## config.mk

```make
export PLATFORM = sky130hd
export DESIGN_NAME = http_chunked_body_decoder_top
export DESIGN_NICKNAME = d
export VERILOG_FILES = /design/src/rtl/hcbd_pkg.sv /design/src/rtl/http_chunked_body_decoder_top.sv
export SDC_FILE = /design/constraint.sdc
export NUM_CORES = 1
export LEC_CHECK = 0
export BUFFER_PORTS_ARGS = -buffer_cell sky130_fd_sc_hd__buf_2
export CAP_MARGIN = 20
export CORE_MARGIN = 3
export CORE_UTILIZATION = 40
export CTS_CLUSTER_DIAMETER = 150
export DETAILED_ROUTE_END_ITERATION = 6
export PLACE_DENSITY = 0.63
export SETUP_SLACK_MARGIN = 0.2
export SYNTH_ARGS = -nofsm -noshare
export SYNTH_HDL_FRONTEND = slang
export SYNTH_SLANG_ARGS = --single-unit
```

## constraint.sdc

```tcl
create_clock -name clk -period 4 [get_ports clk]
set_clock_uncertainty 0.15 [all_clocks]
set_input_delay 0.6 -clock clk [delete_from_list [all_inputs] [get_ports clk]]
set_output_delay 0.6 -clock clk [all_outputs]
set_load 0.05 [all_outputs]
```

## src/rtl/hcbd_pkg.sv

```systemverilog
package hcbd_pkg;

  typedef struct packed {
    logic [7:0] in_byte;
    logic       segment_end;
  } in_beat_t;

  typedef struct packed {
    logic [2:0] kind;
    logic [7:0] body_byte;
    logic [2:0] error_code;
    logic       segment_end_out;
  } out_beat_t;

  typedef enum logic [8:0] {
    ST_LEN      = 9'b000000001,
    ST_EXT      = 9'b000000010,
    ST_HDR_LF   = 9'b000000100,
    ST_DATA     = 9'b000001000,
    ST_DATA_CR  = 9'b000010000,
    ST_DATA_LF  = 9'b000100000,
    ST_TRAILER  = 9'b001000000,
    ST_DONE     = 9'b010000000,
    ST_ERR      = 9'b100000000
  } parse_state_t;

  localparam logic [2:0] KIND_FRAME    = 3'd0;
  localparam logic [2:0] KIND_DATA     = 3'd1;
  localparam logic [2:0] KIND_COMPLETE = 3'd2;
  localparam logic [2:0] KIND_ERROR    = 3'd3;
  localparam logic [2:0] KIND_IGNORED  = 3'd4;

  localparam logic [2:0] ERR_NONE        = 3'd0;
  localparam logic [2:0] ERR_BAD_LEN     = 3'd1;
  localparam logic [2:0] ERR_HDR_NO_LF   = 3'd2;
  localparam logic [2:0] ERR_DATA_NO_CR  = 3'd3;
  localparam logic [2:0] ERR_DATA_NO_LF  = 3'd4;
  localparam logic [2:0] ERR_TRAILER     = 3'd5;
  localparam logic [2:0] ERR_OVERFLOW    = 3'd6;

  localparam logic [7:0] CHAR_CR    = 8'h0D;
  localparam logic [7:0] CHAR_LF    = 8'h0A;
  localparam logic [7:0] CHAR_SEMI  = 8'h3B;
  localparam logic [7:0] CHAR_0     = 8'h30;
  localparam logic [7:0] CHAR_9     = 8'h39;
  localparam logic [7:0] CHAR_LC_A  = 8'h61;
  localparam logic [7:0] CHAR_LC_F  = 8'h66;
  localparam logic [7:0] CHAR_UC_A  = 8'h41;
  localparam logic [7:0] CHAR_UC_F  = 8'h46;

endpackage

```

## src/rtl/http_chunked_body_decoder_top.sv

```systemverilog
// Chunked transfer body decoder for HTTP/1.1 message bodies.
// The input channel takes one raw body byte per beat, with a flag that marks
// the last byte of a delivered buffer. Every input beat yields exactly one
// result beat: a framing byte, a body data byte, the body-complete marker,
// an error, or an ignored byte once the body has ended.
// Each accepted byte is classified and the parser state updated in the same
// cycle, and the result is held in an output register, so the result beat is
// offered in the cycle after acceptance. One byte per cycle is sustained while
// the receiver takes every result beat; a stall holds the input channel.
// When the receiver stalls, the input channel keeps accepting as long as the
// output register is empty or is being emptied in the same cycle.
// Reset puts the parser at the start of a chunk size line with a zero size
// and empties the output register. Errors are sticky until reset, and every
// byte after the terminating empty trailer line is reported as ignored.
module http_chunked_body_decoder_top #(
  parameter int SIZE_BITS = 32
) (
  input  logic               clk,
  input  logic               rst_n,
  input  logic               in_valid,
  output logic               in_ready,
  input  hcbd_pkg::in_beat_t  in_data,
  output logic               out_valid,
  input  logic               out_ready,
  output hcbd_pkg::out_beat_t out_data
);
  import hcbd_pkg::*;

  parse_state_t         state_r, state_nxt;
  logic [SIZE_BITS-1:0] remain_r, remain_nxt;
  logic [2:0]           err_code_r, err_code_nxt;
  logic                 line_empty_r, line_empty_nxt;
  logic                 cr_seen_r, cr_seen_nxt;
  logic                 out_valid_r;
  out_beat_t            out_data_r, result;

  logic       accept;
  logic [7:0] c;
  logic       is_hex;
  logic [3:0] hex_val;
  logic [SIZE_BITS-1:0] remain_dec;

  assign c        = in_data.in_byte;
  assign in_ready = !out_valid_r || out_ready;
  assign accept   = in_valid && in_ready;
  assign remain_dec = remain_r - {{(SIZE_BITS-1){1'b0}}, 1'b1};

  always_comb begin
    is_hex  = 1'b1;
    hex_val = 4'd0;
    if (c >= CHAR_0 && c <= CHAR_9) begin
      hex_val = 4'(c - CHAR_0);
    end else if (c >= CHAR_LC_A && c <= CHAR_LC_F) begin
      hex_val = 4'(c - CHAR_LC_A + 8'd10);
    end else if (c >= CHAR_UC_A && c <= CHAR_UC_F) begin
      hex_val = 4'(c - CHAR_UC_A + 8'd10);
    end else begin
      is_hex = 1'b0;
    end
  end

  always_comb begin
    logic [2:0] kind;
    logic [2:0] fail_code;
    kind           = KIND_FRAME;
    fail_code      = ERR_NONE;
    state_nxt      = state_r;
    remain_nxt     = remain_r;
    err_code_nxt   = err_code_r;
    line_empty_nxt = line_empty_r;
    cr_seen_nxt    = cr_seen_r;
    case (state_r)
      ST_LEN: begin
        if (is_hex) begin
          if (remain_r[SIZE_BITS-1 -: 4] != 4'd0) begin
            fail_code = ERR_OVERFLOW;
          end else begin
            remain_nxt = {remain_r[SIZE_BITS-5:0], hex_val};
          end
        end else if (c == CHAR_SEMI) begin
          state_nxt = ST_EXT;
        end else if (c == CHAR_CR) begin
          state_nxt = ST_HDR_LF;
        end else begin
          fail_code = ERR_BAD_LEN;
        end
      end
      ST_EXT: begin
        if (c == CHAR_CR) begin
          state_nxt = ST_HDR_LF;
        end
      end
      ST_HDR_LF: begin
        if (c != CHAR_LF) begin
          fail_code = ERR_HDR_NO_LF;
        end else if (remain_r == '0) begin
          state_nxt      = ST_TRAILER;
          line_empty_nxt = 1'b1;
          cr_seen_nxt    = 1'b0;
        end else begin
          state_nxt = ST_DATA;
        end
      end
      ST_DATA: begin
        kind = KIND_DATA;
        if (remain_r != '0) begin
          remain_nxt = remain_dec;
          if (remain_dec == '0) begin
            state_nxt = ST_DATA_CR;
          end
        end else begin
          state_nxt = ST_DATA_CR;
        end
      end
      ST_DATA_CR: begin
        if (c == CHAR_CR) begin
          state_nxt = ST_DATA_LF;
        end else begin
          fail_code = ERR_DATA_NO_CR;
        end
      end
      ST_DATA_LF: begin
        if (c == CHAR_LF) begin
          state_nxt = ST_LEN;
        end else begin
          fail_code = ERR_DATA_NO_LF;
        end
      end
      ST_TRAILER: begin
        if (c == CHAR_CR) begin
          if (cr_seen_r) begin
            fail_code = ERR_TRAILER;
          end else begin
            cr_seen_nxt = 1'b1;
          end
        end else if (c == CHAR_LF) begin
          if (!cr_seen_r) begin
            fail_code = ERR_TRAILER;
          end else if (line_empty_r) begin
            kind      = KIND_COMPLETE;
            state_nxt = ST_DONE;
          end else begin
            line_empty_nxt = 1'b1;
            cr_seen_nxt    = 1'b0;
          end
        end else begin
          if (cr_seen_r) begin
            fail_code = ERR_TRAILER;
          end else begin
            line_empty_nxt = 1'b0;
          end
        end
      end
      ST_ERR: begin
        kind = KIND_ERROR;
      end
      default: begin
        kind = KIND_IGNORED;
      end
    endcase
    if (fail_code != ERR_NONE) begin
      kind         = KIND_ERROR;
      state_nxt    = ST_ERR;
      err_code_nxt = fail_code;
    end
    result.kind            = kind;
    result.body_byte       = (kind == KIND_DATA) ? c : 8'd0;
    result.error_code      = (kind == KIND_ERROR) ? err_code_nxt : ERR_NONE;
    result.segment_end_out = in_data.segment_end;
  end

  always_ff @(posedge clk) begin
    if (!rst_n) begin
      state_r      <= ST_LEN;
      remain_r     <= '0;
      err_code_r   <= ERR_NONE;
      line_empty_r <= 1'b1;
      cr_seen_r    <= 1'b0;
      out_valid_r  <= 1'b0;
    end else begin
      if (accept) begin
        state_r      <= state_nxt;
        remain_r     <= remain_nxt;
        err_code_r   <= err_code_nxt;
        line_empty_r <= line_empty_nxt;
        cr_seen_r    <= cr_seen_nxt;
        out_valid_r  <= 1'b1;
      end else if (out_ready) begin
        out_valid_r <= 1'b0;
      end
    end
  end

  always_ff @(posedge clk) begin
    if (accept) begin
      out_data_r <= result;
    end
  end

  assign out_valid = out_valid_r;
  assign out_data  = out_data_r;

endmodule

```

Word-level counts from Yosys, hierarchy flattened
Index checks and enable logic that the tools add are counted.

word-level totals
  register bits = 62
  latch bits = 0
  RAM bits = 0
  ROM bits = 0
  bits of input ports = 13
  output and inout bits = 17
  logic and storage cells = 134
  memories = 0

cells by class
  add/subtract/negate cells = 6
  $mul = 0
  divide/modulo/power cells = 0
  order comparisons = 6
  equality and inequality tests = 32
  shifts and indexed selects = 0
  mux-type cells = 60
  bitwise gates (word level) = 0
  reductions and logical operators = 20

operator list
  operator                                                           count
  two-way mux 9 bit                                                  13
  two-way mux 32 bit                                                 3
  logical NOT 32 bit                                                 2
  one-hot mux 32 bit (2 select lines)                                1
  one-hot mux 9 bit (7 select lines)                                 1
  inequality test 3 bit, second input constant                       11
  nonzero test 32 bit                                                1
  subtractor 32 x 1 -> 32 bit, second input constant                 1
  two-way mux 3 bit                                                  9
  two-way mux 1 bit                                                  19
  == test 8 x 4 -> 1 bit, second input constant                      2
  greater-or-equal comparator 8 x 7 -> 1 bit, second input constant  2
  <= comparator 8 x 7 -> 1 bit, second input constant                2
  one-hot mux 3 bit (5 select lines)                                 1
  two-way mux 2 bit                                                  6
  two-way mux 4 bit                                                  3
  inequality test 2 bit, second input constant                       6
  one-hot mux 3 bit (4 select lines)                                 1
  subtractor 4 x 1 -> 4 bit, second input constant                   3
  AND reduction 11 bit                                               1
  AND reduction 5 bit                                                2
  == test 9 x 1 -> 1 bit, second input constant                      1
  == test 9 x 2 -> 1 bit, second input constant                      1
  == test 9 x 3 -> 1 bit, second input constant                      1
  other kinds (24)                                                   31

Depth between registers and ports, before layout
  depth after elaboration = 10
  mapped depth = 12
  depth with buffers taken out = 12

Least setup slack after synthesis
OpenSTA, ideal clock, no wires.

  kind = register to register
  start point = register remain_r[1]
  end point = register state_r[2]
  setup time = 0.058 ns
  data arrival time = 3.154 ns
  required time = 3.792 ns
  slack = 0.638 ns
  stages on the path, launching flop included = 12
  path buffers = 1
  clock period less this slack = 3.362 ns
  cell sequence = dfxtp_1 > clkbuf_2 > inv_1 > ha_1 > or3b_2 > or4_1 > xnor2_1 > nor4_1 > nand3_1 > or4_4 > a2111oi_4 > o211a_1

on the way
  word-level cells in the longest chain between the ends = 4
  elaborated cells on any way between the ends = 8
  those cells by class = add/sub (1); eq/ne (1); mux (3); reduce/logical (3)

ends and longest elaborated chain
  item                                                                                          RTL line                                                                    text
  start: declaration                                                                            http_chunked_body_decoder_top.sv:30                                         logic [SIZE_BITS-1:0] remain_r, remain_nxt;
  start signal: assignment                                                                      http_chunked_body_decoder_top.sv:183                                        remain_r <= remain_nxt;
  subtractor 32 x 1 -> 32 bit or nonzero test 32 bit (tied branches)                            http_chunked_body_decoder_top.sv:46, http_chunked_body_decoder_top.sv:106
  logical NOT 32 bit or two-way mux 9 bit (tied branches)                                       http_chunked_body_decoder_top.sv:108, http_chunked_body_decoder_top.sv:106
  inequality test 4 bit (no source line) or one-hot mux 9 bit (7 select lines) (tied branches)  --
  AND reduction 11 bit (no source line) or two-way mux 9 bit (tied branches)                    --
  end signal: assignment                                                                        http_chunked_body_decoder_top.sv:182                                        state_r <= state_nxt;
  end: declaration                                                                              http_chunked_body_decoder_top.sv:29                                         parse_state_t state_r, state_nxt;

Several ways; a longest one is shown, not always the timed one.
A chain may end at the register's enable or synchronous reset.

Worst setup path in the final report
  start point = register remain_r[0]
  end point = register state_r[2]

The elaborated chain is that of the path after synthesis.

==> flow_metrics.py <==
metrics = {
    "outcome": {
        "run_status": "finished clean",
    },
    "finish": {
        "final_cell_mix": "nor2_1 (78), nand2_1 (54), a21oi_1 (47)",
        "layout_commonest_cell": "nor2_1",
        "fillCellCount": 1059,
        "multi_input_area_um2": 2681,
        "nNetsFinal": 595,
        "area_growth_pct": 10.27,
        "drive_gt1_frac": 0.1609,
        "diodes": 0,
        "seq_area_um2": 1393,
    },
    "clock_network": {
        "cts_tree": "done",
        "ctsHoldBuffers": 0,
        "htreeDepth": 3,
        "clockRootBuffer": "clkbuf_8",
        "cts_sinks": 62,
        "cts_setup_buffers": 0,
        "clk_path_buf_depth": 2,
        "path_clk_slew_ps": 70,
        "cts_buffers": 9,
        "insertion_delay_ps": 350,
    },
    "power": {
        "power_w": 0.001527,
        "leakage_nw": 1.786,
        "ir_worst_vdd_v": 0.0001889,
        "p_per_area_nw_per_um2": 319.1,
    },
    "setup_path": {
        "arrival_ps": 3750,
        "rrSetupSlack_ps": 390,
        "cp-end-kind": "flip-flop",
        "r2r_end": "state_r[2]$_SDFFE_PN0P_",
        "crit_fanout": 7,
        "reg2reg_from": "remain_r[0]$_SDFFE_PN0P_",
        "cp-start-kind": "flip-flop",
        "crit_type": "reg2reg",
        "worstRegToRegCells": 10,
        "required_ps": 4140,
    },
    "yosys": {
        "synthesis.area_um2": 4339,
        "ys_async_sr_fraction": 0,
        "syn_inst": 560,
        "postSynthAreaPerCell_um2": 7.749,
        "yosysSeqAreaShare": 0.3206,
        "ys_types": 80,
        "synth_edf_count": 15,
        "ys.flop_type": "dfxtp_1",
        "ys_ff_latch": 62,
        "yosys_warnings": 0,
        "syn_nets": 582,
    },
    "die": {
        "initial_utilization": 0.4166,
        "ios": 30,
        "num_rows": 37,
        "die_y_um": 110.2,
        "design.core.area_um2": 10420,
        "die_w_um": 110.2,
        "dieArea_um2": 12130,
    },
    "hold_path": {
        "hold_depth": 1,
        "holdPathEnd": "out_data[0]$_DFFE_PP_",
        "hold_class": "in2reg",
        "min_from": "in_data[0]",
    },
    "place": {
        "numPortBuffers": 29,
        "post-place-ws_ps": 292.6,
        "dpl.hpwl_um": 8225,
        "gp_congestion": 0.9135,
    },
    "detailed_routing": {
        "wl_per_cell_um": 16.47,
        "vias": 4272,
        "ant_nets": 0,
        "drc": 0,
        "dr.pass1.iters": 5,
        "drt-initial-drc-count": 368,
        "avgViaCountPerCell": 5.983,
        "wl_um": 11760,
    },
    "timing": {
        "clock.fmax_mhz": 277.3,
        "min_period_ps": 3607,
        "slew-limit-headroom": 0.4532,
        "final-setup-viol-count": 0,
        "post-route-period-util": 0.9017,
        "final_hold_viol_count": 0,
        "slew_viol_final": 0,
        "worst_pin_slew_ps": 820.2,
        "setup_ws_ps": 393.4,
        "rsz0062_at_grt": "false",
        "finalSetupTns_ps": 0,
        "hold_slack_ps": 278.8,
    },
    "global_route": {
        "grt_pass1_vias": 3944,
        "antenna_found_initial": 0,
        "grt-ovfl-total": 0,
        "grt_pass1_wl_um": 19570,
        "grt_start_max_net_pins": 44,
        "grt_use_total": 0.2036,
    },
    "run": {
        "drv_cap": 0,
    },
}
## worst max-delay path, stage by stage, from the launching register on
cell       delay, ps
dfxtp_1          400
inv_2            130
ha_2             240
or3b_2           520
or4_1            490
xnor2_1          170
nor4_2           290
nand3_1          170
or4_4            480
a2111oi_4        350
o211a_1          170
## power breakdown
part	switching, W	internal [W]	total, W
Combinational	0.000171	0.0000794	0.000250
Sequential	0.0000115	0.000662	0.000673
Clock	0.000254	0.000350	0.000603
## routing by layer
layer,part of all wire,global-route usage
met2,0.47,0.3432
met5,0,0
met4,0.024,0.06948
met1,0.45,0.2588
met3,0.058,0.04193
## stage by stage
step | area, um2 | std cells | util
after floorplan | 4339 | 560 | -
after global placement | 4551 | 698 | 0.4369
after detailed placement | 4551 | 698 | 0.4369
after CTS | 4765 | 714 | 0.4574
after global routing | 4785 | 714 | 0.4593
final | 4785 | 714 | 0.4593
## flip-flops by register name, indices dropped and copies added, names as in the netlist
signal,flops
out_data,15
out_valid,1
state_r,9
cr_seen_r,1
remain_r,32
line_empty_r,1
err_code_r,3
## cells by family after synthesis
group                    share of synthesized area
AO/OA/AOI/OAI                               0.2526
XOR/XNOR                                   0.02422
adder cells (fa/ha/maj)                    0.02595
buffers and inverters                      0.06631
flip-flops                                  0.3206
multiplexers                              0.002307
AND/OR/NAND/NOR                             0.3080
## cell type report
cell class	instances	area share
Clock buffer	10	0.02667
Clock inverter	6	0.01804
Inverter	19	0.01491
Multi-Input combinational cell	439	0.5604
Sequential cell	62	0.2911
Tap cell	136	0.03556
Timing Repair Buffer	42	0.05335
## synth_stat cells, drive strengths merged (3+ instances only)
cell type / n / share of area
a211o: 3 / 0.0061
o22ai: 7 / 0.010
o41ai: 4 / 0.0081
a211oi: 12 / 0.021
nand3: 17 / 0.021
o211ai: 6 / 0.010
nor4b: 3 / 0.0061
nand2: 54 / 0.047
xnor2: 8 / 0.016
and2: 11 / 0.016
dfxtp: 47 / 0.22
o21ai: 34 / 0.040
nand4: 11 / 0.016
nor3: 21 / 0.025
edfxtp: 15 / 0.10
a22oi: 8 / 0.014
inv: 18 / 0.016
ha: 9 / 0.026
and3: 5 / 0.0078
o21a: 5 / 0.0087
nand2b: 3 / 0.0043
o31ai: 3 / 0.0052
nor4: 20 / 0.039
nand3b: 3 / 0.0052
a41oi: 4 / 0.0081
buf: 13 / 0.020
nor2: 79 / 0.068
clkbuf: 26 / 0.027
a21oi: 48 / 0.055
xor2: 4 / 0.0081
or4: 11 / 0.022
## how the worst max path moves through the flow
stage                                  start                      end  slack, ps
detailed placement  remain_r[0]$_SDFFE_PN0P_  state_r[0]$_SDFFE_PN1P_        290
finish              remain_r[0]$_SDFFE_PN0P_  state_r[2]$_SDFFE_PN0P_        390
global placement    remain_r[0]$_SDFFE_PN0P_  state_r[0]$_SDFFE_PN1P_        430
global route        remain_r[0]$_SDFFE_PN0P_  state_r[2]$_SDFFE_PN0P_        230
floorplan           remain_r[1]$_SDFFE_PN0P_  state_r[2]$_SDFFE_PN0P_        640
CTS                 remain_r[0]$_SDFFE_PN0P_  state_r[3]$_SDFFE_PN0P_        240
## timing repair
item / 4_1_cts / 5_1_grt
hold endpoints to repair: 0 / 0
setup endpoints to repair: 0 / 8
gates resized for setup: 0 / 7
Note: power is estimated with default switching activity, not from simulation.
